--- config.mk ---
export PLATFORM = sky130hd
export DESIGN_NAME = three_wire_rtc_serial_master
export DESIGN_NICKNAME = d
export VERILOG_FILES = /design/src/design/rtc3w_pkg.sv /design/src/design/three_wire_rtc_serial_master.sv
export SDC_FILE = /design/constraint.sdc
export NUM_CORES = 1
export LEC_CHECK = 0
export BUFFER_PORTS_ARGS = -buffer_cell sky130_fd_sc_hd__buf_2
export CAP_MARGIN = 20
export CORE_MARGIN = 2
export CORE_UTILIZATION = 54
export CTS_CLUSTER_DIAMETER = 80
export DETAILED_ROUTE_END_ITERATION = 8
export PLACE_DENSITY = 0.84
export SYNTH_ARGS = -nofsm -noshare
export SYNTH_HDL_FRONTEND = slang
export SYNTH_SLANG_ARGS = --single-unit
--- constraint.sdc ---
create_clock -name clk -period 3.8 [get_ports clk]
set_clock_uncertainty 0.1 [all_clocks]
set_input_delay 0.76 -clock clk [delete_from_list [all_inputs] [get_ports clk]]
set_output_delay 0.76 -clock clk [all_outputs]
set_load 0.05 [all_outputs]
--- src/design/rtc3w_pkg.sv ---
// ---------------------------------------------------------------------------
// rtc3w_pkg
// Shared types and constants for the three-wire RTC serial master: opcodes,
// sequencer phases and command byte encodings.
// ---------------------------------------------------------------------------
package rtc3w_pkg;

    localparam int BURST_BYTES_DEF = 7;

    typedef enum logic [2:0] {
        OP_TICK  = 3'd0,
        OP_SWR   = 3'd1,
        OP_SRD   = 3'd2,
        OP_BWR   = 3'd3,
        OP_BRD   = 3'd4,
        OP_LOAD  = 3'd5
    } op_t;

    typedef enum logic [1:0] {
        PH_IDLE = 2'd0,
        PH_CMD  = 2'd1,
        PH_DATA = 2'd2,
        PH_DONE = 2'd3
    } phase_t;

    localparam logic [7:0] CMD_SINGLE   = 8'h80;
    localparam logic [7:0] CMD_READ_BIT = 8'h01;
    localparam logic [7:0] CMD_BURST_WR = 8'hBE;
    localparam logic [7:0] CMD_BURST_RD = 8'hBF;

    // Command byte for a transaction start; only opcodes 1..4 reach this.
    function automatic logic [7:0] command_byte(input logic [2:0] op, input logic [4:0] addr);
        logic [7:0] base;
        begin
            base = {2'b00, addr, 1'b0} | CMD_SINGLE;
            unique case (op)
                OP_SWR:  command_byte = base;
                OP_SRD:  command_byte = base | CMD_READ_BIT;
                OP_BWR:  command_byte = CMD_BURST_WR;
                OP_BRD:  command_byte = CMD_BURST_RD;
                default: command_byte = 8'h00;
            endcase
        end
    endfunction

endpackage

--- src/design/three_wire_rtc_serial_master.sv ---
// An accepted tick has its result in the output register in the following cycle.
// Throughput: one tick per clock cycle; the next tick is accepted while the
// previous result waits, as long as the output register is free or being taken.
// A transaction spans 16 * (1 + data bytes) + 1 ticks (single: 1 byte, burst:
// BURST_BYTES). Reset puts the sequencer idle with IO released high; the burst
// buffer is not cleared and must be loaded before a burst write.
// ---------------------------------------------------------------------------
// three_wire_rtc_serial_master
// Tick-driven master for a CE / SCLK / IO serial link, LSB first, with single
// and burst read and write transactions.
// ---------------------------------------------------------------------------
module three_wire_rtc_serial_master #(
    parameter int BURST_BYTES = rtc3w_pkg::BURST_BYTES_DEF
) (
    input  logic       clk,
    input  logic       rst_n,
    input  logic       in_valid,
    output logic       in_stall,
    input  logic [2:0] op,
    input  logic [4:0] reg_addr,
    input  logic [7:0] wr_byte,
    input  logic [2:0] byte_index,
    input  logic       io_in,
    output logic       out_valid,
    input  logic       out_stall,
    output logic       ce,
    output logic       sclk,
    output logic       io_out,
    output logic       io_drive,
    output logic       busy_res,
    output logic       read_valid,
    output logic [7:0] read_byte,
    output logic [2:0] read_index,
    output logic       done_res
);
    import rtc3w_pkg::*;

    localparam int         IDX_W     = (BURST_BYTES > 1) ? $clog2(BURST_BYTES) : 1;
    localparam logic [3:0] BURST_CNT = 4'(BURST_BYTES);

    // sequencer state
    phase_t     phase_reg, phase_next;
    logic [7:0] shift_reg, shift_next;
    logic [2:0] bit_count_reg, bit_count_next;
    logic [3:0] byte_count_reg, byte_count_next;
    logic       clock_half_reg, clock_half_next;
    logic [2:0] kind_reg, kind_next;
    logic [7:0] single_data_reg, single_data_next;
    logic       io_level_reg, io_level_next;

    logic [7:0] burst_buf_reg [BURST_BYTES];
    logic       buf_wr;

    // result register
    logic       out_valid_reg, out_valid_next;
    logic       ce_reg, ce_next;
    logic       sclk_reg, sclk_next;
    logic       io_out_reg, io_out_next;
    logic       io_drive_reg, io_drive_next;
    logic       busy_reg, busy_next;
    logic       read_valid_reg, read_valid_next;
    logic [7:0] read_byte_reg, read_byte_next;
    logic [2:0] read_index_reg, read_index_next;
    logic       done_reg, done_next;

    // effective state for this tick (a start tick runs command bit 0 at once)
    logic       in_accept;
    logic       start;
    phase_t     ph_e;
    logic [7:0] shift_e;
    logic [2:0] bit_e;
    logic [3:0] byte_e;
    logic       half_e;
    logic [2:0] kind_e;
    logic       reading;
    logic [7:0] sampled;
    logic [3:0] byte_inc;
    logic [3:0] total;

    assign in_stall  = out_valid_reg & out_stall;
    assign in_accept = in_valid & ~in_stall;

    assign start = (phase_reg == PH_IDLE) && (op == OP_SWR || op == OP_SRD ||
                                              op == OP_BWR || op == OP_BRD);

    always_comb
    begin
        ph_e    = start ? PH_CMD : phase_reg;
        shift_e = start ? command_byte(op, reg_addr) : shift_reg;
        bit_e   = start ? 3'd0 : bit_count_reg;
        byte_e  = start ? 4'd0 : byte_count_reg;
        half_e  = start ? 1'b0 : clock_half_reg;
        kind_e  = start ? op : kind_reg;
        reading = (ph_e == PH_DATA) && (kind_e == OP_SRD || kind_e == OP_BRD);
        sampled = shift_e | ((io_in ? 8'd1 : 8'd0) << bit_e);
        byte_inc = byte_e + 4'd1;
        total    = (kind_e == OP_SWR || kind_e == OP_SRD) ? 4'd1 : BURST_CNT;

        phase_next       = phase_reg;
        shift_next       = shift_reg;
        bit_count_next   = bit_count_reg;
        byte_count_next  = byte_count_reg;
        clock_half_next  = clock_half_reg;
        kind_next        = kind_reg;
        single_data_next = single_data_reg;
        io_level_next    = io_level_reg;
        buf_wr           = 1'b0;

        ce_next         = 1'b0;
        sclk_next       = 1'b0;
        io_out_next     = 1'b0;
        io_drive_next   = 1'b0;
        busy_next       = 1'b0;
        read_valid_next = 1'b0;
        read_byte_next  = 8'h00;
        read_index_next = 3'd0;
        done_next       = 1'b0;

        if (start)
        begin
            kind_next        = op;
            single_data_next = wr_byte;
        end

        unique case (ph_e)
            PH_IDLE:
            begin
                buf_wr        = (op == OP_LOAD) && ({1'b0, byte_index} < BURST_CNT);
                io_out_next   = io_level_reg;
                io_drive_next = ~io_level_reg;
            end
            PH_DONE:
            begin
                busy_next     = 1'b1;
                io_out_next   = io_level_reg;
                io_drive_next = ~io_level_reg;
                done_next     = 1'b1;
                phase_next    = PH_IDLE;
            end
            default:
            begin
                busy_next       = 1'b1;
                ce_next         = 1'b1;
                sclk_next       = half_e;
                phase_next      = ph_e;
                shift_next      = shift_e;
                bit_count_next  = bit_e;
                byte_count_next = byte_e;
                if (reading)
                begin
                    // sample on the low tick, ahead of the pulse
                    if (!half_e)
                    begin
                        shift_next = sampled;
                        if (bit_e == 3'd7)
                        begin
                            read_valid_next = 1'b1;
                            read_byte_next  = sampled;
                            read_index_next = byte_e[2:0];
                        end
                    end
                end
                else
                begin
                    io_drive_next = 1'b1;
                    io_out_next   = shift_e[bit_e];
                end

                if (!half_e)
                begin
                    clock_half_next = 1'b1;
                end
                else
                begin
                    clock_half_next = 1'b0;
                    bit_count_next  = bit_e + 3'd1;
                    if (bit_e == 3'd7)
                    begin
                        if (ph_e == PH_CMD)
                        begin
                            phase_next      = PH_DATA;
                            byte_count_next = 4'd0;
                            if (kind_e == OP_SWR)
                                shift_next = single_data_reg;
                            else if (kind_e == OP_BWR)
                                shift_next = burst_buf_reg[0];
                            else
                                shift_next = 8'h00;
                        end
                        else
                        begin
                            byte_count_next = byte_inc;
                            if (byte_inc >= total)
                            begin
                                phase_next    = PH_DONE;
                                io_level_next = ~reading;
                            end
                            else if (reading)
                                shift_next = 8'h00;
                            else
                                shift_next = burst_buf_reg[byte_inc[IDX_W-1:0]];
                        end
                    end
                end
            end
        endcase

        out_valid_next = in_accept | (out_valid_reg & out_stall);
    end

    always_ff @(posedge clk or negedge rst_n)
    begin
        if (!rst_n)
        begin
            phase_reg      <= PH_IDLE;
            bit_count_reg  <= 3'd0;
            byte_count_reg <= 4'd0;
            clock_half_reg <= 1'b0;
            kind_reg       <= 3'd0;
            io_level_reg   <= 1'b1;
            out_valid_reg  <= 1'b0;
        end
        else
        begin
            out_valid_reg <= out_valid_next;
            if (in_accept)
            begin
                phase_reg      <= phase_next;
                bit_count_reg  <= bit_count_next;
                byte_count_reg <= byte_count_next;
                clock_half_reg <= clock_half_next;
                kind_reg       <= kind_next;
                io_level_reg   <= io_level_next;
            end
        end
    end

    // payload: shift data, single byte and the result fields
    always_ff @(posedge clk)
    begin
        if (in_accept)
        begin
            shift_reg       <= shift_next;
            single_data_reg <= single_data_next;
            ce_reg          <= ce_next;
            sclk_reg        <= sclk_next;
            io_out_reg      <= io_out_next;
            io_drive_reg    <= io_drive_next;
            busy_reg        <= busy_next;
            read_valid_reg  <= read_valid_next;
            read_byte_reg   <= read_byte_next;
            read_index_reg  <= read_index_next;
            done_reg        <= done_next;
        end
    end

    always_ff @(posedge clk)
    begin
        if (in_accept && buf_wr)
            burst_buf_reg[byte_index[IDX_W-1:0]] <= wr_byte;
    end

    assign out_valid  = out_valid_reg;
    assign ce         = ce_reg;
    assign sclk       = sclk_reg;
    assign io_out     = io_out_reg;
    assign io_drive   = io_drive_reg;
    assign busy_res   = busy_reg;
    assign read_valid = read_valid_reg;
    assign read_byte  = read_byte_reg;
    assign read_index = read_index_reg;
    assign done_res   = done_reg;

    a_read_pins: assert property (@(posedge clk) disable iff (!rst_n)
        out_valid_reg && read_valid_reg |-> ce_reg && !sclk_reg && !io_drive_reg)
        else $error("received byte reported outside a sampling tick");

    a_done_pins: assert property (@(posedge clk) disable iff (!rst_n)
        out_valid_reg && done_reg |-> busy_reg && !ce_reg && !sclk_reg)
        else $error("final tick with CE or SCLK high");

    a_ce_busy: assert property (@(posedge clk) disable iff (!rst_n)
        out_valid_reg && ce_reg |-> busy_reg)
        else $error("CE high outside a transaction");

    a_done_idle: assert property (@(posedge clk) disable iff (!rst_n)
        in_accept && phase_reg == PH_DONE |=> phase_reg == PH_IDLE && out_valid_reg && done_reg)
        else $error("final tick did not return the sequencer to idle");

    a_no_stall_empty: assert property (@(posedge clk) disable iff (!rst_n)
        !out_valid_reg |-> !in_stall)
        else $error("input stalled with an empty result register");

endmodule
==> results of run 1 <==
==> through the flow <==
step / instances / hold WS, ps / total power [W] / cell area [um2]
floorplan: 406 / 364 / 0.00217 / 5200
global route: 600 / 197 / 0.00326 / 5860
global placement: 584 / 401 / 0.00240 / 5660
detailed placement: 584 / 419 / 0.00243 / 5660
CTS: 600 / 179 / 0.00310 / 5860
finish: 600 / 175 / 0.00311 / 5860
==> worst register-to-register path, cell delays in order, from the launching register on <==
cell and delay [ps]:
dfrtp_1 420, buf_4 190, or3b_1 400, a21o_1 200
a211o_1 300, a21oi_2 230, ha_4 230, o21ai_0 140
a21oi_1 90, a21oi_1 160, o211ai_1 140, or3_4 440
o221ai_1 220
==> cell type report <==
type | instances | area (um2)
fillers | 667 | 3380
flip-flops and latches | 105 | 3080
multi-input cells | 269 | 1960
repair buffers | 70 | 418
well taps | 129 | 161
clock buffers | 9 | 124
clock inverters | 7 | 73.8
inverters | 11 | 41.3
==> report_power, final <==
part	internal (W)	switching, W
clock	0.000258	0.000425
combinational	0.000399	0.000571
sequential	0.00136	0.0000984
==> how the worst max path moves through the flow <==
stage / to / slack, ps / startpoint / depth (start not counted)
after floorplan: shift_reg[7] / -5 / op[1] / 16
after global placement: shift_reg[6] / 90 / op[1] / 14
after detailed placement: shift_reg[5] / -4 / op[1] / 13
after CTS: shift_reg[5] / 370 / op[1] / 13
after global routing: shift_reg[2] / 60 / phase_reg[1] / 12
final: shift_reg[5] / 350 / op[1] / 13
==> metal layers <==
layer  GRT usage (%)  vias to the layer above  part of all wire [%]
met4            9.04                        0                   3.3
met3            3.86                       33                   6.1
li1                -                     1680                     -
met1            29.7                     1765                    41
met2            37.1                      166                    50
met5               0                        -                     0
==> logic make-up (layout without fill, tap and decap cells) <==
| family | count (synthesis) | count (layout) |
|---|---|---|
| adders and majority gates | 4 | 4 |
| AOI/OAI and AO/OA | 101 | 101 |
| and+or+nand+nor | 123 | 123 |
| muxes | 38 | 38 |
| xor gates and xnor gates | 3 | 3 |
| DFF | 105 | 105 |
| buffers and inverters | 32 | 97 |
==> cell usage in the layout, fill, tap and decap left out, drive strengths merged, types with 2 or more instances in the layout <==
cell type / instances
clkbuf: 9
mux4: 8
mux2: 13
a2bb2oi: 2
o21ai: 24
nand2: 37
inv: 14
a22o: 4
o221ai: 6
nand3: 5
o31ai: 4
or3: 4
and2: 9
nor3: 6
nand4b: 3
o221a: 2
nor3b: 3
edfxtp: 90
buf: 70
a211o: 4
a31oi: 3
dfrtp: 14
clkinv: 4
o211ai: 4
xor2: 2
mux2i: 17
nand4: 4
or2: 3
ha: 4
nand2b: 5
a21oi: 14
o22ai: 7
nor2b: 2
nor2: 37
o21a: 10
a2111o: 2
==> metrics.cfg, run 1 <==
[clock_tree]
cts_resized = 0
cts_buffer_depth = 2
clkSinkCount = 105
htreeDepth = 3
post-cts-setup-buffers = 0
cts.reportedPaths.clkPinSlew_ps = 110
clock-root-buffer = clkbuf_8
cts_hold_buf = 0
clk_latency_ps = 380
cts_tree = done
numCtsBuffers = 9

[setup_path]
crit_family = compound AO/OA/AOI/OAI gates
worst_r2r_endpoint = shift_reg[5]
slowest_stage = or3_4
cp-end-kind = register
worstPathCellList = buf_2, buf_4, or3b_1, a21o_1, a211o_1, a21oi_2, ha_4, o21ai_0, a21oi_1, a21oi_1, o211ai_1, or3_4, o221ai_1
path_class = in2reg
arrival_ps = 3560
r2r-start = phase_reg[0]
reg2reg_slack_ps = 370
startpoint_type = primary input
path_max_fanout = 13
crit_path_frequent_cell = a21oi_1
cp_num_buf_inv = 2
required_ps = 3910
rr_worst_depth = 12
critPathMaxStageDelay_ps = 440

[global_routing]
antenna_found_initial = 0
grt_util_all_layers_pct = 22.5
grt_pass1_vias = 3417
grt_pass1_wl_um = 17400
grt_max_degree = 21
grt_overflow_total = 0

[timing]
finalSetupViolations = 0
finalCritPeriodShare_pct = 90.8
max_slew.worst_pin.slew_ps = 913
slew_viol_final = 0
fin_setup_tns_ps = 0
hold_viol = 0
relSlewSlack_pct = 38.9
rsz0062_at_grt = no
setup_slack_ps = 351
max_freq_ghz = 0.290
period_needed_ps = 3450

[logic_synthesis]
synth_compound_area_share_pct = 14.3
yosys.area_share.adder_pct = 0.974
yosysWarnings = 0
synth_nets = 434
seq_area_frac_synth_pct = 60.0
synthMuxAreaShare_pct = 9.82
syn_inst = 406
synthSimpleGateAreaFrac_pct = 11.7
synth_top_area_share_pct = 52.6
synth_top_family_by_area = compound AO/OA/AOI/OAI gates
synth_xor_area_share_pct = 0.512
postSynth.asyncResetShare_pct = 14.3
synth_commonest_cells = 90 x edfxtp_1, 37 x nand2_1, 36 x nor2_1
synth_edf_count = 90
avgSynthCellArea_um2 = 12.7
ys_ff_latch = 105
synth_area_leaders = edfxtp_1 53%, dfrtp_1 6.8%, mux2i_1 3.3%
ys_types = 71
synth_top_area_cell = edfxtp_1
syn_area_um2 = 5140
yosysMostFrequentCell = edfxtp_1
synth_ff_type = edfxtp_1

[floorplan]
dieArea_um2 = 10300
fp.dieH_um = 102
rows = 35
die_w_um = 102
io_pins = 44
start_util_pct = 55.6
core_area_um2 = 9240

[routing]
wirelength_um = 11100
drc = 0
dr.pass1.iters = 5
wl_per_cell_um = 18.4
drt_iter0_drc = 292
vias = 3644
viasPerCell = 6.07
detail-route-antenna-nets = 0

[pwr]
p_leak_nw = 2.14
peakVddDrop_uv = 247
power.density_nw_per_um2 = 530

[placed_design]
numPortBuffers = 43
gp_congestion = 0.956
place_ws_ps = -4.26
hpwlAfterDp_um = 7920

[final_layout]
syn_to_final_growth_pct = 14.1
finalNetCount = 494
antenna_cells = 0
drive_gt1_share_pct = 26.5
largest_register_ffs = 56
post-route-util_pct = 63.4

[run]
maxCapViolations = 0

[worst_hold_path]
hold_class = in2async

[run_status]
status = complete, no violations

(Power assumes the default switching activity.)
==> run 2, diff against run 1 <==
--- a/config.mk
+++ b/config.mk
@@ -7,6 +7,7 @@
 export LEC_CHECK = 0
 export BUFFER_PORTS_ARGS = -buffer_cell sky130_fd_sc_hd__buf_2
 export CAP_MARGIN = 20
+export CORE_ASPECT_RATIO = 0.75
 export CORE_MARGIN = 2
 export CORE_UTILIZATION = 54
 export CTS_CLUSTER_DIAMETER = 80
==> run 2 against run 1 <==
  * Worst hold slack improved by 35 ps
  * First-iteration DRC count rose by 22%
  * Via count rose by 0.22%
  * Sequential power barely moved
  * Largest cell class unchanged
  * Cell count did not move
  * Register-to-register slack improved by 60 ps
  * Critical endpoint unchanged
  * Global-route usage rose by 2.0 points
==> metrics.cfg, run 2 (synthesis gave the netlist of run 1 again) <==
[run_status]
status = complete, no violations  ; unchanged

[setup_path]
rr_worst_depth = 13  ; was 12
cp-end-kind = register  ; unchanged
reg2reg_slack_ps = 430  ; was 370 ps
crit_path_frequent_cell = a21oi_1  ; unchanged
r2r-start = phase_reg[0]  ; unchanged
crit_path_start = op[1]  ; unchanged
path_class = in2reg  ; unchanged
path_max_fanout = 6  ; was 13
slowest_stage = a2111oi_0  ; was or3_4
startpoint_type = primary input  ; unchanged
worstPathCellList = buf_2, a2111oi_0, and2b_1, a211o_1, a21oi_2, ha_4, o21ai_0, a21oi_1, a21oi_1, o211ai_1, or3_4, o221ai_1  ; was buf_2, buf_4, or3b_1, a21o_1, a211o_1, a21oi_2, ha_4, o21ai_0, a21oi_1, a21oi_1, o211ai_1, or3_4, o221ai_1
endpoint = shift_reg[5]  ; unchanged
worst_r2r_endpoint = shift_reg[5]  ; unchanged
arrival_ps = 3590  ; was 3560 ps
critPathMaxStageDelay_ps = 500  ; was 440 ps
required_ps = 3890  ; was 3910 ps

[final_layout]
final_common_cell = edfxtp_1  ; unchanged
drive_gt1_share_pct = 26.9  ; was 26.5%
seqCellArea_um2 = 3080  ; unchanged
antenna_cells = 0  ; unchanged
syn_to_final_growth_pct = 17.1  ; was 14.1%
largest_register_ffs = 56  ; unchanged
finalNetCount = 495  ; was 494
post-route-util_pct = 65.7  ; was 63.4%
final_cell_mix = 90 x edfxtp_1, 43 x buf_2, 37 x nand2_1, 36 x nor2_1, 27 x buf_4  ; unchanged
fill_cells = 655  ; was 667
multiInputGateArea_um2 = 1960  ; unchanged

[clock_tree]
cts_tree = done  ; unchanged
cts_resized = 0  ; unchanged
cts_buffer_depth = 2  ; unchanged
cts_hold_buf = 0  ; unchanged
clock-root-buffer = clkbuf_16  ; was clkbuf_8
htreeDepth = 3  ; unchanged
post-cts-setup-buffers = 0  ; unchanged
cts.reportedPaths.clkPinSlew_ps = 80  ; was 110 ps
clk_latency_ps = 360  ; was 380 ps
clkSinkCount = 105  ; unchanged
numCtsBuffers = 9  ; unchanged

[pwr]
p_sw_w = 0.00114  ; was 0.00109 W
total_power_w = 0.00344  ; was 0.00311 W
pwr-share-clk_pct = 28.9  ; was 22.0%
power.density_nw_per_um2 = 571  ; was 530 nW/um2
seqPwrFrac_pct = 42.5  ; was 46.8%
p_int_w = 0.00229  ; was 0.00201 W
combinationalPowerShare_pct = 28.6  ; was 31.2%
sw_frac_of_total_pct = 33.3  ; was 35.2%
p_leak_nw = 2.21  ; was 2.14 nW
peakVddDrop_uv = 439  ; was 247 uV

[global_routing]
grt_max_degree = 22  ; was 21
grt_pass1_vias = 3570  ; was 3417
grt_pass1_wl_um = 18600  ; was 17400 um
grt_overflow_total = 0  ; unchanged
grt_util_all_layers_pct = 24.5  ; was 22.5%
antenna_found_initial = 0  ; unchanged

[timing]
fin_setup_tns_ps = 0  ; unchanged
max_freq_ghz = 0.285  ; was 0.290 GHz
setup_slack_ps = 296  ; was 351 ps
hold_viol = 0  ; unchanged
max_slew.worst_pin.slew_ps = 820  ; was 913 ps
slew_viol_final = 0  ; unchanged
finalSetupViolations = 0  ; unchanged
finalCritPeriodShare_pct = 92.2  ; was 90.8%
relSlewSlack_pct = 45.1  ; was 38.9%
period_needed_ps = 3500  ; was 3450 ps
whs_ps = 210  ; was 175 ps
rsz0062_at_grt = no  ; unchanged

[floorplan]
core_area_um2 = 9160  ; was 9240 um2
dieArea_um2 = 10300  ; about the same
io_pins = 44  ; unchanged
fp.dieH_um = 88.5  ; was 102 um
rows = 30  ; was 35
start_util_pct = 56.1  ; was 55.6%
die_w_um = 117  ; was 102 um

[routing]
vias = 3652  ; was 3644
dr.pass1.iters = 6  ; was 5
viasPerCell = 6.09  ; was 6.07
drt_iter0_drc = 357  ; was 292
drc = 0  ; unchanged
wl_per_cell_um = 19.2  ; was 18.4 um
wirelength_um = 11500  ; was 11100 um
detail-route-antenna-nets = 0  ; unchanged

[placed_design]
numPortBuffers = 43  ; unchanged
gp_congestion = 0.969  ; was 0.956
place_ws_ps = 12.2  ; was -4.26 ps
hpwlAfterDp_um = 8060  ; was 7920 um

[worst_hold_path]
hold_class = in2async  ; unchanged

[run]
maxCapViolations = 0  ; unchanged

[run 2: routing by layer]
metal  wire length, um  up-vias  global-route usage [%]
met3              1070       28                    6.37
met5                 0        -                       0
met2              5480      212                    40.8
li1                  -     1684                       -
met4               252        0                    7.81
met1              4730     1728                    32.0
[run 2: power by group through the flow]
stage | clock (W) | combinational, W | sequential (W)
final | 0.000993 | 0.000983 | 0.00146
after floorplan | 0 | 0.000689 | 0.00148
after detailed placement | 0 | 0.000955 | 0.00148
after CTS | 0.00100 | 0.000966 | 0.00145
after global placement | 0 | 0.000926 | 0.00148
after global routing | 0.00105 | 0.00107 | 0.00147
[run 2: how the worst min path moves through the flow]
stage | startpoint | end | slack [ps] | cells after the start
after floorplan | rst_n | bit_count_reg[0] | 360 | 0
after global placement | out_valid | out_valid | 400 | 2
after detailed placement | out_valid | out_valid | 420 | 2
after CTS | rst_n | kind_reg[0] | 220 | 1
after global routing | rst_n | kind_reg[2] | 230 | 1
final | rst_n | kind_reg[0] | 210 | 1
[run 2: layout make-up]
| cell class | instances | share of cell area (%) |
|---|---|---|
| Sequential cell | 105 | 51.2 |
| Multi-Input combinational cell | 269 | 32.6 |
| Timing Repair Buffer | 71 | 7.28 |
| Clock buffer | 9 | 3.74 |
| Tap cell | 128 | 2.66 |
| Clock inverter | 7 | 1.81 |
| Inverter | 11 | 0.686 |
[run 2: stage by stage]
stage                     instances  instance area (um2)
final                           600                 6010
after global routing            600                 6010
after CTS                       600                 6010
after detailed placement        584                 5680
after global placement          584                 5680
after floorplan                 406                 5200
[run 2: critical path: cells and delay by family]
family                     cells  cell delay [ps]
adders and majority gates      1              230
AOI/OAI and AO/OA              8             1750
buffers and inverters          1              140
and+or+nand+nor                2              720
==> run 3, diff against run 2 <==
--- a/config.mk
+++ b/config.mk
@@ -5,12 +5,14 @@
 export SDC_FILE = /design/constraint.sdc
 export NUM_CORES = 1
 export LEC_CHECK = 0
+export ABC_AREA = 1
 export BUFFER_PORTS_ARGS = -buffer_cell sky130_fd_sc_hd__buf_2
 export CAP_MARGIN = 20
 export CORE_ASPECT_RATIO = 0.75
 export CORE_MARGIN = 2
 export CORE_UTILIZATION = 54
 export CTS_CLUSTER_DIAMETER = 80
+export CTS_CLUSTER_SIZE = 10
 export DETAILED_ROUTE_END_ITERATION = 8
 export PLACE_DENSITY = 0.84
 export SYNTH_ARGS = -nofsm -noshare
==> run 3 against run 2 <==
  * Fmax is 1.1% higher
  * Cell count up 23%
  * Cell area shrank 2.0%
  * Register-to-register slack about the same
  * Flip-flop and latch count stayed put
  * Worst hold slack improved by 39 ps
  * Power grew 7.1%
  * Highest routed layer unchanged
  * Clock power shrank 8.4%
  * Utilization decreased by 1.6 points
  * Non-clock buffer count is 10 lower
  * Synthesized cell count rose by 36%
==> metrics.cfg, run 3 <==
[run_status]
status = complete, no violations  ; unchanged

[pwr]
peakVddDrop_uv = 317  ; was 439 uV
p_leak_nw = 2.60  ; was 2.21 nW
power.density_nw_per_um2 = 624  ; was 571 nW/um2

[placed_design]
numPortBuffers = 43  ; unchanged
gp_congestion = 1.02  ; was 0.969
hpwlAfterDp_um = 9420  ; was 8060 um

[clock_tree]
clk_latency_ps = 350  ; was 360 ps
cts.reportedPaths.clkPinSlew_ps = 80  ; about the same
cts_resized = 0  ; unchanged
clock-root-buffer = clkbuf_16  ; unchanged
cts_hold_buf = 0  ; unchanged
htreeDepth = 3  ; unchanged
cts_buffer_depth = 2  ; unchanged
clkSinkCount = 105  ; unchanged
post-cts-setup-buffers = 0  ; unchanged
numCtsBuffers = 9  ; unchanged
cts_tree = done  ; unchanged

[final_layout]
drive_gt1_share_pct = 16.0  ; was 26.9%
antenna_cells = 0  ; unchanged
final_cell_mix = 135 x nand2_1, 90 x edfxtp_1, 67 x inv_1, 49 x nand3_1, 45 x nor2_1  ; was 90 x edfxtp_1, 43 x buf_2, 37 x nand2_1, 36 x nor2_1, 27 x buf_4
final_common_cell = nand2_1  ; was edfxtp_1
syn_to_final_growth_pct = 13.7  ; was 17.1%
post-route-util_pct = 64.1  ; was 65.7%
finalNetCount = 635  ; was 495
largest_register_ffs = 56  ; unchanged

[floorplan]
die_w_um = 117  ; about the same
core_area_um2 = 9200  ; was 9160 um2
fp.dieH_um = 88.8  ; was 88.5 um
io_pins = 44  ; unchanged
rows = 30  ; unchanged
dieArea_um2 = 10400  ; was 10300 um2
start_util_pct = 56.4  ; was 56.1%

[logic_synthesis]
ys_ff_latch = 105  ; unchanged
synth_top_area_share_pct = 52.1  ; was 52.6%
synth_nets = 580  ; was 434
yosysWarnings = 0  ; unchanged
seq_area_frac_synth_pct = 59.4  ; was 60.0%
syn_inst = 552  ; was 406
syn_area_um2 = 5180  ; was 5140 um2
synth_commonest_cells = 135 x nand2_1, 90 x edfxtp_1, 67 x inv_1  ; was 90 x edfxtp_1, 37 x nand2_1, 36 x nor2_1
yosysMostFrequentCell = nand2_1  ; was edfxtp_1
synth_area_leaders = edfxtp_1 52%, nand2_1 9.8%, dfrtp_1 6.8%  ; was edfxtp_1 53%, dfrtp_1 6.8%, mux2i_1 3.3%
postSynth.asyncResetShare_pct = 14.3  ; unchanged
ys_types = 39  ; was 71
synth_top_area_cell = edfxtp_1  ; unchanged
synth_ff_type = edfxtp_1  ; unchanged
synth_edf_count = 90  ; unchanged
avgSynthCellArea_um2 = 9.39  ; was 12.7 um2

[setup_path]
cp-end-kind = register  ; unchanged
arrival_ps = 3480  ; was 3590 ps
path_max_fanout = 19  ; was 6
required_ps = 3810  ; was 3890 ps
startpoint_type = primary input  ; unchanged
path_class = in2reg  ; unchanged

[timing]
fin_setup_tns_ps = 0  ; unchanged
finalCritPeriodShare_pct = 91.2  ; was 92.2%
rsz0062_at_grt = no  ; unchanged
hold_viol = 0  ; unchanged
whs_ps = 249  ; was 210 ps
relSlewSlack_pct = 65.3  ; was 45.1%
period_needed_ps = 3470  ; was 3500 ps
finalSetupViolations = 0  ; unchanged
max_slew.worst_pin.slew_ps = 519  ; was 820 ps
max_freq_ghz = 0.289  ; was 0.285 GHz
slew_viol_final = 0  ; unchanged

[routing]
wl_per_cell_um = 17.5  ; was 19.2 um
viasPerCell = 5.75  ; was 6.09
dr.pass1.iters = 5  ; was 6
vias = 4255  ; was 3652
drt_iter0_drc = 543  ; was 357
drc = 0  ; unchanged
wirelength_um = 12900  ; was 11500 um
detail-route-antenna-nets = 0  ; unchanged

[run]
maxCapViolations = 0  ; unchanged

[worst_hold_path]
hold_class = in2async  ; unchanged

[global_routing]
grt_pass1_vias = 3989  ; was 3570
grt_overflow_total = 0  ; unchanged
grt_util_all_layers_pct = 26.6  ; was 24.5%
grt_pass1_wl_um = 20300  ; was 18600 um
grt_max_degree = 35  ; was 22
antenna_found_initial = 0  ; unchanged

==> run 3: cell count changes after synthesis, sizes merged, moves of 11 or more <==
cell	delta
nand2	+103
inv	+61
nand3	+45
a21oi	+19
mux2i	-17
mux2	-13
nor2	+11
==> run 3: layout make-up <==
type                    instances  area, um2
clock buffers                   9        225
clock inverters                 7       72.6
fillers                       757       3300
inverters                      73        274
multi-input cells             357       1730
flip-flops and latches        105       3080
well taps                     128        160
repair buffers                 61        350
==> run 3: power by group <==
| group | internal, W | total [W] | switching (W) | leakage, nW |
|---|---|---|---|---|
| sequential | 0.00138 | 0.00145 | 0.0000763 | 1.00 |
| clock | 0.000463 | 0.000910 | 0.000447 | 0.142 |
| combinational | 0.000391 | 0.00132 | 0.000927 | 1.46 |
| total | 0.00223 | 0.00368 | 0.00145 | 2.60 |
==> run 3: per-layer routing <==
layer  global-route usage, %  vias to the layer above  part of all wire [%]
li1                        -                     1994                     -
met1                    39.1                     1994                    44
met2                    39.6                      242                    44
met3                    6.71                       25                    10
met4                    7.49                        0                   1.7
met5                       0                        -                     0
==> run 3: worst max-delay path, cell delays in order <==
cell     delay, ps
buf_2          130
nor2_1         220
nand2_2        100
nand3_4        240
nand2_1        170
inv_1          110
ha_1           170
inv_1           40
nand2_1         70
nand2_2         70
inv_2          120
ha_1           260
o21ai_0         80
inv_1           70
a21oi_2        210
nand2_2        210
inv_1          180
o21ai_0        120
nand3_1         80
nand2_1         50
==> run 3: worst paths after layout <==
kind | startpoint | to | slack [ps] | cells after the start
worst max-delay path | op[0] | shift_reg[6] | 330 | 20
worst min register to register | io_level_reg | io_level_reg | 410 | 2
worst min-delay path | rst_n | out_valid | 250 | 1
min in group clk | io_level_reg | io_level_reg | 410 | 2
max in group asynchronous | rst_n | io_level_reg | 3010 | 1
worst max register to register | phase_reg[0] | shift_reg[6] | 420 | 18
==> run 3: metrics by stage <==
stage                     power (W)  worst slack [ps]  cell area, um2  std cells
after global placement      0.00272               230            5600        724
after global routing        0.00389              28.3            5890        740
after detailed placement    0.00275              67.1            5600        724
after floorplan             0.00244              76.0            5180        552
after CTS                   0.00366               396            5890        740
final                       0.00368               335            5890        740
==> run 3: kinds of logic after synthesis <==
logic type,after synthesis,synth area share [%]
flops,105,59.4
simple gates,257,21.4
compound gates,96,11.0
fa+ha+maj,4,0.966
buf+inv,90,7.19
